[config.mk]
export PLATFORM = sky130hd
export DESIGN_NAME = adc_offset_calib_and_phase_scaling
export DESIGN_NICKNAME = d
export VERILOG_FILES = /design/src/rtl/adcoc_pkg.sv /design/src/rtl/adc_offset_calib_and_phase_scaling.sv
export SDC_FILE = /design/constraint.sdc
export NUM_CORES = 2
export LEC_CHECK = 0
export BUFFER_PORTS_ARGS = -buffer_cell sky130_fd_sc_hd__buf_4
export CORE_MARGIN = 2
export CORE_UTILIZATION = 30
export CTS_CLUSTER_SIZE = 30
export DETAILED_ROUTE_END_ITERATION = 6
export PLACE_DENSITY = 0.55
export SKIP_LAST_GASP = 1
export SLEW_MARGIN = 20
export SYNTH_ARGS = -nofsm -noshare
export SYNTH_HDL_FRONTEND = slang
export SYNTH_SLANG_ARGS = --single-unit
[constraint.sdc]
create_clock -name aclk -period 18.72 [get_ports aclk]
set_input_delay 1.872 -clock aclk [delete_from_list [all_inputs] [get_ports aclk]]
set_output_delay 1.872 -clock aclk [all_outputs]
set_load 0.03 [all_outputs]
[src/rtl/adcoc_pkg.sv]
`timescale 1ns / 1ps

package adcoc_pkg;

    localparam int AVG_LOG2         = 10;
    localparam int ADC_BITS         = 12;
    localparam int FACTOR_FRAC_BITS = 16;

    localparam int CNT_W   = AVG_LOG2 + 1;
    localparam int SUM_W   = ADC_BITS + AVG_LOG2;
    localparam int DIFF_W  = ADC_BITS + 1;
    localparam int NSUM_W  = DIFF_W + 1;
    localparam int CUR_W   = ADC_BITS + FACTOR_FRAC_BITS + 1;
    localparam int WCUR_W  = CUR_W + 1;
    localparam int BUS_W   = ADC_BITS + FACTOR_FRAC_BITS;
    localparam int DELTA_W = BUS_W + 1;

    localparam logic [CNT_W-1:0] AVG_COUNT = CNT_W'(1) << AVG_LOG2;

    typedef logic        [ADC_BITS-1:0]         adc_code_t;
    typedef logic        [FACTOR_FRAC_BITS-1:0] factor_t;
    typedef logic signed [CUR_W-1:0]            current_t;
    typedef logic signed [WCUR_W-1:0]           w_current_t;
    typedef logic        [BUS_W-1:0]            bus_t;
    typedef logic signed [DELTA_W-1:0]          delta_t;
    typedef logic        [1:0]                  reg_idx_t;

    localparam logic ACT_CALIB   = 1'b0;
    localparam logic ACT_CONVERT = 1'b1;

    localparam reg_idx_t REG_CURRENT_FACTOR = 2'd0;
    localparam reg_idx_t REG_BUS_FACTOR     = 2'd1;
    localparam reg_idx_t REG_CURRENT_DIR    = 2'd2;

endpackage

[src/rtl/adc_offset_calib_and_phase_scaling.sv]
`timescale 1ns / 1ps

// ADC offset calibration and phase/bus scaling.
// Input channel (s_*): one beat carries an action bit and the U, V and bus
// ADC codes. Calibrate beats are summed; after 1024 of them the next
// calibrate beat averages the sums into the U/V offsets and the calibrated
// bus value and sets calib_done. Convert beats subtract the offsets, apply
// the sense direction and current factor, form W = -(U+V), and report the
// scaled bus voltage and its delta to the calibrated value.
// Result channel (m_*): exactly one beat per input beat, in order. The
// current/bus fields of a calibrate result are zero.
// Config port: cfg_wr_en/cfg_addr/cfg_wdata, to be written by the user only
// while idle; the block does not enforce this. The input stage updates the
// calibration state and forms the corrected codes, the result stage holds
// the multiplier outputs. Each stage advances, one beat per cycle, when the
// one after it is empty or being drained, so a stalled receiver backs up
// two beats before s_ready drops. Reset clears the factors, direction,
// offsets, sums, sample count and done flag and empties both stages.
module adc_offset_calib_and_phase_scaling (
    input  logic                           aclk,
    input  logic                           aresetn,
    input  logic                           cfg_wr_en,
    input  adcoc_pkg::reg_idx_t            cfg_addr,
    input  adcoc_pkg::factor_t             cfg_wdata,
    input  logic                           s_valid,
    output logic                           s_ready,
    input  logic                           s_action,
    input  adcoc_pkg::adc_code_t           s_u_raw,
    input  adcoc_pkg::adc_code_t           s_v_raw,
    input  adcoc_pkg::adc_code_t           s_bus_raw,
    output logic                           m_valid,
    input  logic                           m_ready,
    output adcoc_pkg::current_t            m_u_current,
    output adcoc_pkg::current_t            m_v_current,
    output adcoc_pkg::w_current_t          m_w_current,
    output adcoc_pkg::bus_t                m_bus_volts,
    output adcoc_pkg::delta_t              m_bus_delta,
    output logic                           m_calib_done
);
    import adcoc_pkg::*;

    factor_t cur_factor_reg;
    factor_t bus_factor_reg;
    logic    cur_dir_reg;

    logic [CNT_W-1:0] cnt_reg, cnt_next;
    logic [SUM_W-1:0] u_sum_reg, u_sum_next;
    logic [SUM_W-1:0] v_sum_reg, v_sum_next;
    logic [SUM_W-1:0] bus_sum_reg, bus_sum_next;
    adc_code_t        u_off_reg, u_off_next;
    adc_code_t        v_off_reg, v_off_next;
    bus_t             bus_cal_reg, bus_cal_next;
    logic             done_reg, done_next;

    logic s_fire;
    logic calib_fire;
    logic avg_fire;
    logic b_ready;

    logic [SUM_W-1:0] u_base, v_base, bus_base;
    adc_code_t        bus_avg;

    logic signed [DIFF_W-1:0] du, dv;
    logic signed [NSUM_W-1:0] dw;

    // input stage
    logic                     a_valid_reg;
    logic signed [DIFF_W-1:0] a_du_reg, a_du_next;
    logic signed [DIFF_W-1:0] a_dv_reg, a_dv_next;
    logic signed [NSUM_W-1:0] a_dw_reg, a_dw_next;
    adc_code_t                a_bus_reg, a_bus_next;
    bus_t                     a_cal_reg, a_cal_next;
    logic                     a_done_reg;

    // result stage
    logic       b_valid_reg;
    current_t   b_u_reg;
    current_t   b_v_reg;
    w_current_t b_w_reg;
    bus_t       b_bus_reg;
    delta_t     b_delta_reg;
    logic       b_done_reg;

    current_t                                  u_prod, v_prod;
    w_current_t                                w_prod;
    logic signed [FACTOR_FRAC_BITS:0]          cf_s;
    bus_t                                      bus_prod;

    assign b_ready    = !b_valid_reg || m_ready;
    assign s_ready    = !a_valid_reg || b_ready;
    assign s_fire     = s_valid && s_ready;
    assign calib_fire = s_fire && (s_action == ACT_CALIB);
    assign avg_fire   = calib_fire && (cnt_reg >= AVG_COUNT);

    // config
    always_ff @(posedge aclk) begin
        if (!aresetn) begin
            cur_factor_reg <= '0;
            bus_factor_reg <= '0;
            cur_dir_reg    <= 1'b0;
        end else if (cfg_wr_en) begin
            unique case (cfg_addr)
                REG_CURRENT_FACTOR: cur_factor_reg <= cfg_wdata;
                REG_BUS_FACTOR:     bus_factor_reg <= cfg_wdata;
                REG_CURRENT_DIR:    cur_dir_reg    <= cfg_wdata[0];
                default: ;
            endcase
        end
    end

    // calibration state
    assign u_base   = (cnt_reg == '0) ? '0 : u_sum_reg;
    assign v_base   = (cnt_reg == '0) ? '0 : v_sum_reg;
    assign bus_base = (cnt_reg == '0) ? '0 : bus_sum_reg;
    assign bus_avg  = bus_sum_reg[SUM_W-1:AVG_LOG2];

    always_comb begin
        cnt_next     = cnt_reg;
        u_sum_next   = u_sum_reg;
        v_sum_next   = v_sum_reg;
        bus_sum_next = bus_sum_reg;
        u_off_next   = u_off_reg;
        v_off_next   = v_off_reg;
        bus_cal_next = bus_cal_reg;
        done_next    = done_reg;
        if (calib_fire) begin
            if (cnt_reg == '0) begin
                done_next = 1'b0;
            end
            if (cnt_reg < AVG_COUNT) begin
                u_sum_next   = u_base + SUM_W'(s_u_raw);
                v_sum_next   = v_base + SUM_W'(s_v_raw);
                bus_sum_next = bus_base + SUM_W'(s_bus_raw);
                cnt_next     = cnt_reg + CNT_W'(1);
            end else begin
                u_off_next   = u_sum_reg[SUM_W-1:AVG_LOG2];
                v_off_next   = v_sum_reg[SUM_W-1:AVG_LOG2];
                bus_cal_next = BUS_W'(bus_avg * bus_factor_reg);
                cnt_next     = '0;
                done_next    = 1'b1;
            end
        end
    end

    always_ff @(posedge aclk) begin
        if (!aresetn) begin
            cnt_reg     <= '0;
            u_sum_reg   <= '0;
            v_sum_reg   <= '0;
            bus_sum_reg <= '0;
            u_off_reg   <= '0;
            v_off_reg   <= '0;
            bus_cal_reg <= '0;
            done_reg    <= 1'b0;
        end else begin
            cnt_reg     <= cnt_next;
            u_sum_reg   <= u_sum_next;
            v_sum_reg   <= v_sum_next;
            bus_sum_reg <= bus_sum_next;
            u_off_reg   <= u_off_next;
            v_off_reg   <= v_off_next;
            bus_cal_reg <= bus_cal_next;
            done_reg    <= done_next;
        end
    end

    // offset-corrected codes, direction folded in
    always_comb begin
        du = $signed({1'b0, s_u_raw}) - $signed({1'b0, u_off_reg});
        dv = $signed({1'b0, s_v_raw}) - $signed({1'b0, v_off_reg});
        if (cur_dir_reg) begin
            du = -du;
            dv = -dv;
        end
        dw = -(NSUM_W'(du) + NSUM_W'(dv));
    end

    always_comb begin
        if (s_action == ACT_CONVERT) begin
            a_du_next  = du;
            a_dv_next  = dv;
            a_dw_next  = dw;
            a_bus_next = s_bus_raw;
            a_cal_next = bus_cal_reg;
        end else begin
            a_du_next  = '0;
            a_dv_next  = '0;
            a_dw_next  = '0;
            a_bus_next = '0;
            a_cal_next = '0;
        end
    end

    always_ff @(posedge aclk) begin
        if (!aresetn) begin
            a_valid_reg <= 1'b0;
        end else if (s_ready) begin
            a_valid_reg <= s_valid;
        end
    end

    always_ff @(posedge aclk) begin
        if (s_fire) begin
            a_du_reg   <= a_du_next;
            a_dv_reg   <= a_dv_next;
            a_dw_reg   <= a_dw_next;
            a_bus_reg  <= a_bus_next;
            a_cal_reg  <= a_cal_next;
            a_done_reg <= done_next;
        end
    end

    // scaling; full-scale products fit the result widths exactly
    assign cf_s     = $signed({1'b0, cur_factor_reg});
    assign u_prod   = a_du_reg * cf_s;
    assign v_prod   = a_dv_reg * cf_s;
    assign w_prod   = a_dw_reg * cf_s;
    assign bus_prod = BUS_W'(a_bus_reg * bus_factor_reg);

    always_ff @(posedge aclk) begin
        if (!aresetn) begin
            b_valid_reg <= 1'b0;
        end else if (b_ready) begin
            b_valid_reg <= a_valid_reg;
        end
    end

    always_ff @(posedge aclk) begin
        if (b_ready && a_valid_reg) begin
            b_u_reg     <= u_prod;
            b_v_reg     <= v_prod;
            b_w_reg     <= w_prod;
            b_bus_reg   <= bus_prod;
            b_delta_reg <= $signed({1'b0, bus_prod}) - $signed({1'b0, a_cal_reg});
            b_done_reg  <= a_done_reg;
        end
    end

    assign m_valid      = b_valid_reg;
    assign m_u_current  = b_u_reg;
    assign m_v_current  = b_v_reg;
    assign m_w_current  = b_w_reg;
    assign m_bus_volts  = b_bus_reg;
    assign m_bus_delta  = b_delta_reg;
    assign m_calib_done = b_done_reg;

    // checks
    a_cnt_range: assert property (@(posedge aclk) disable iff (!aresetn)
        cnt_reg <= AVG_COUNT)
        else $error("sample count past average length");

    a_done_idle: assert property (@(posedge aclk) disable iff (!aresetn)
        (cnt_reg != '0) |-> !done_reg)
        else $error("done flag set while accumulating");

    a_off_hold: assert property (@(posedge aclk) disable iff (!aresetn)
        !avg_fire |=> ($stable(u_off_reg) && $stable(v_off_reg) && $stable(bus_cal_reg)))
        else $error("offsets changed outside averaging beat");

    a_w_sum: assert property (@(posedge aclk) disable iff (!aresetn)
        m_valid |-> (m_w_current == -(WCUR_W'(m_u_current) + WCUR_W'(m_v_current))))
        else $error("W current is not the negated U+V sum");

    a_stage_hold: assert property (@(posedge aclk) disable iff (!aresetn)
        (a_valid_reg && !b_ready) |=> a_valid_reg)
        else $error("input stage dropped a beat under stall");

endmodule

==> flow_metrics.tcl <==
set metrics [dict create \
    rrSetupSlack_ns 10.86 \
    vias_per_cell 4.73 \
    period_needed_ns 7.86 \
    core-area_mm2 0.173 \
    synth_most_common_cell "nand2_1" \
    root_buffer "clkbuf_16" \
    synth_top_area_frac 0.292 \
    io_pins 208 \
    outcome "complete, no violations" \
    num_vias 38600 \
    yosysSeqAreaShare 0.194 \
    final.setup.tns_ns 0 \
    route.detailed.drc 0 \
    r2r-end "m_bus_delta[26]$_DFFE_PP_" \
    ir_drop_mv 0.0742 \
    antenna_found_initial 2 \
    cp.arrival_ns 8.32 \
    htreeDepth 2 \
    grt_pass1_vias 40600 \
    synth_edf_count 227 \
    antennaDiodeCount 0 \
    cts_setup_buffers 0 \
    grt_max_degree 91 \
    gp_congestion 0.847 \
    largest_reg_flops 30 \
    fin_crit_sh 0.420 \
    skew_ns 0.0740 \
    synth-seq-cells 392 \
    cts.sink_count 392 \
    detail-route-antenna-nets 0 \
    min_to "m_calib_done$_DFFE_PP_" \
    cts.path.max_buffers 3 \
    drv_slew 0 \
    crit_path_max_fanout 25 \
    dpl_cell_area_mm2 0.0561 \
    crit_path_end_kind "flop" \
    die_w_um 421 \
    dieArea_mm2 0.177 \
    path_clk_slew_ns 0.07 \
    drtIter0Drc 1909 \
    synth_cell_type_count 88 \
    rsz0062_at_grt "no" \
    portBuffers 207 \
    min_delay_path_depth 0 \
    hold_path.class "flop to flop" \
    holdWs_ns 0.435 \
    area_delta_synth_final_pct 10.8 \
    ctsResizeCount 0 \
    drv_cap 0 \
    crit_required_ns 19.17 \
    cts_tree "yes" \
    synthFlopType "edfxtp_1" \
    dr.pass1.iters 5 \
    pwr_density_cell_mw_per_mm2 55.0 \
    yosysTopAreaCell "fa_1" \
    initial_core_util 0.301 \
    wl_um 136000 \
    syn_area_per_cell_um2 9.11 \
    place_hpwl_um 104000 \
    gr-usage-all-layers 0.156 \
    holdBufCountCts 0 \
    crit_type "flop to flop" \
    clock_latency_ns 0.69 \
    async_flop_share 0 \
    ys_top_cells_by_count "nand2_1, inv_1, fa_1" \
    worst_pin_slew_ns 1.13 \
    syn_inst 5731 \
    multi_input_area_mm2 0.0377 \
    cts-buffers-inserted 51 \
    fin_area_mm2 0.0578 \
    drive_gt1_frac 0.0652 \
    final_hold_viol_count 0 \
    reg2reg_from "bus_factor_reg[3]$_SDFFE_PN0P_" \
    synth_warnings 0 \
    min-delay-start "a_done_reg$_DFFE_PP_" \
    grt_pass1_wl_um 222000 \
    fmax_mhz 127 \
    maxSlewHeadroom 0.243 \
    synth_nets 7104 \
    start_kind "flop" \
    wire_per_inst_um 16.7 \
    finalSetupViolations 0 \
    seqCellArea_mm2 0.0101 \
    fillers 17900 \
    ff2ff_path_depth 27 \
    grt_overflow_total 0 \
    p_leak_nw 26.4 \
    die_h_um 421 \
    synth_area_mm2 0.0522 \
    fp-row-count 153 \
    nNetsFinal 7161 \
    ys_top_cells_by_area "fa_1, ha_1, edfxtp_1" \
]
[cell families (layout without fill, tap and decap cells)]
| kind of cell | Yosys count | in the layout | synth area share |
|---|---|---|---|
| flops | 392 | 392 | 0.194 |
| mux | 8 | 8 | 0.00153 |
| fa+ha+maj | 1313 | 1313 | 0.424 |
| xor+xnor | 216 | 216 | 0.0362 |
| simple gates | 1925 | 1925 | 0.174 |
| buf+inv | 1181 | 1280 | 0.0852 |
| compound gates | 696 | 696 | 0.0852 |
[power breakdown]
| part | leakage [nW] | switching (mW) | internal (mW) |
|---|---|---|---|
| Combinational | 22.1 | 0.650 | 0.424 |
| Sequential | 3.53 | 0.0936 | 1.01 |
| Clock | 0.842 | 0.430 | 0.578 |
[stage by stage]
stage / util / instances / worst slack, ns / power, mW
2_1_floorplan: - / 5731 / 9.66 / 1.86
3_3_place_gp: 0.324 / 8060 / 10.96 / 2.19
3_5_place_dp: 0.324 / 8060 / 10.93 / 2.20
4_1_cts: 0.334 / 8155 / 10.91 / 3.24
5_1_grt: 0.334 / 8155 / 10.31 / 3.41
6_report: 0.334 / 8155 / 10.86 / 3.18
[how the worst max path moves through the flow]
stage	to	cells after the start	slack, ns	start
global placement	m_bus_delta[26]$_DFFE_PP_	27	10.96	bus_factor_reg[3]$_SDFFE_PN0P_
global route	m_bus_delta[26]$_DFFE_PP_	27	10.31	bus_factor_reg[3]$_SDFFE_PN0P_
CTS	m_bus_delta[26]$_DFFE_PP_	27	10.91	bus_factor_reg[3]$_SDFFE_PN0P_
finish	m_bus_delta[26]$_DFFE_PP_	27	10.86	bus_factor_reg[3]$_SDFFE_PN0P_
detailed placement	m_bus_delta[26]$_DFFE_PP_	27	10.93	bus_factor_reg[3]$_SDFFE_PN0P_
floorplan	m_bus_delta[0]$_DFFE_PP_	2	9.66	m_ready
[worst max-delay path, cell delays in order, from the launching register on]
cell	delay [ns]
dfxtp_1	1.07
nand2_1	0.18
fa_1	0.48
fa_1	0.44
inv_1	0.08
fa_1	0.43
fa_1	0.54
inv_1	0.05
fa_1	0.47
inv_1	0.04
ha_1	0.22
nor3_1	0.19
o21ai_0	0.16
a31oi_1	0.41
o21ai_0	0.16
a21o_1	0.23
a21o_1	0.18
a21oi_1	0.17
xnor2_1	0.16
ha_1	0.31
a21o_1	0.18
a21o_1	0.18
a2111oi_0	0.38
nor3_1	0.12
a31o_2	0.28
a211o_1	0.26
a21oi_1	0.19
xnor2_1	0.09
[layout by cell type, fill, tap and decap left out, drive strengths merged, types with 104 or more instances in the layout]
cell type	Yosys	routed
and2	443	443
nand2	940	940
edfxtp	227	227
nor2	197	197
a21oi	274	274
inv	934	936
fa	761	761
dfxtp	165	165
xnor2	140	140
buf	12	251
ha	552	552
o21ai	104	104
[routing by layer]
layer / up-vias / wire (um) / global-route usage
li1: 18300 / - / -
met1: 19400 / 57100 / 0.190
met2: 697 / 69400 / 0.283
met3: 198 / 4910 / 0.0173
met4: 2 / 4950 / 0.0515
met5: - / 13 / 0
[final cells by class]
cell class                      instances  share of cell area
Multi-Input combinational cell       4158               0.652
Sequential cell                       392               0.175
Inverter                              934              0.0606
Tap cell                             2325              0.0503
Timing Repair Buffer                  251              0.0326
Clock buffer                           74              0.0261
Clock inverter                         21             0.00368
(Power assumes the default switching activity.)
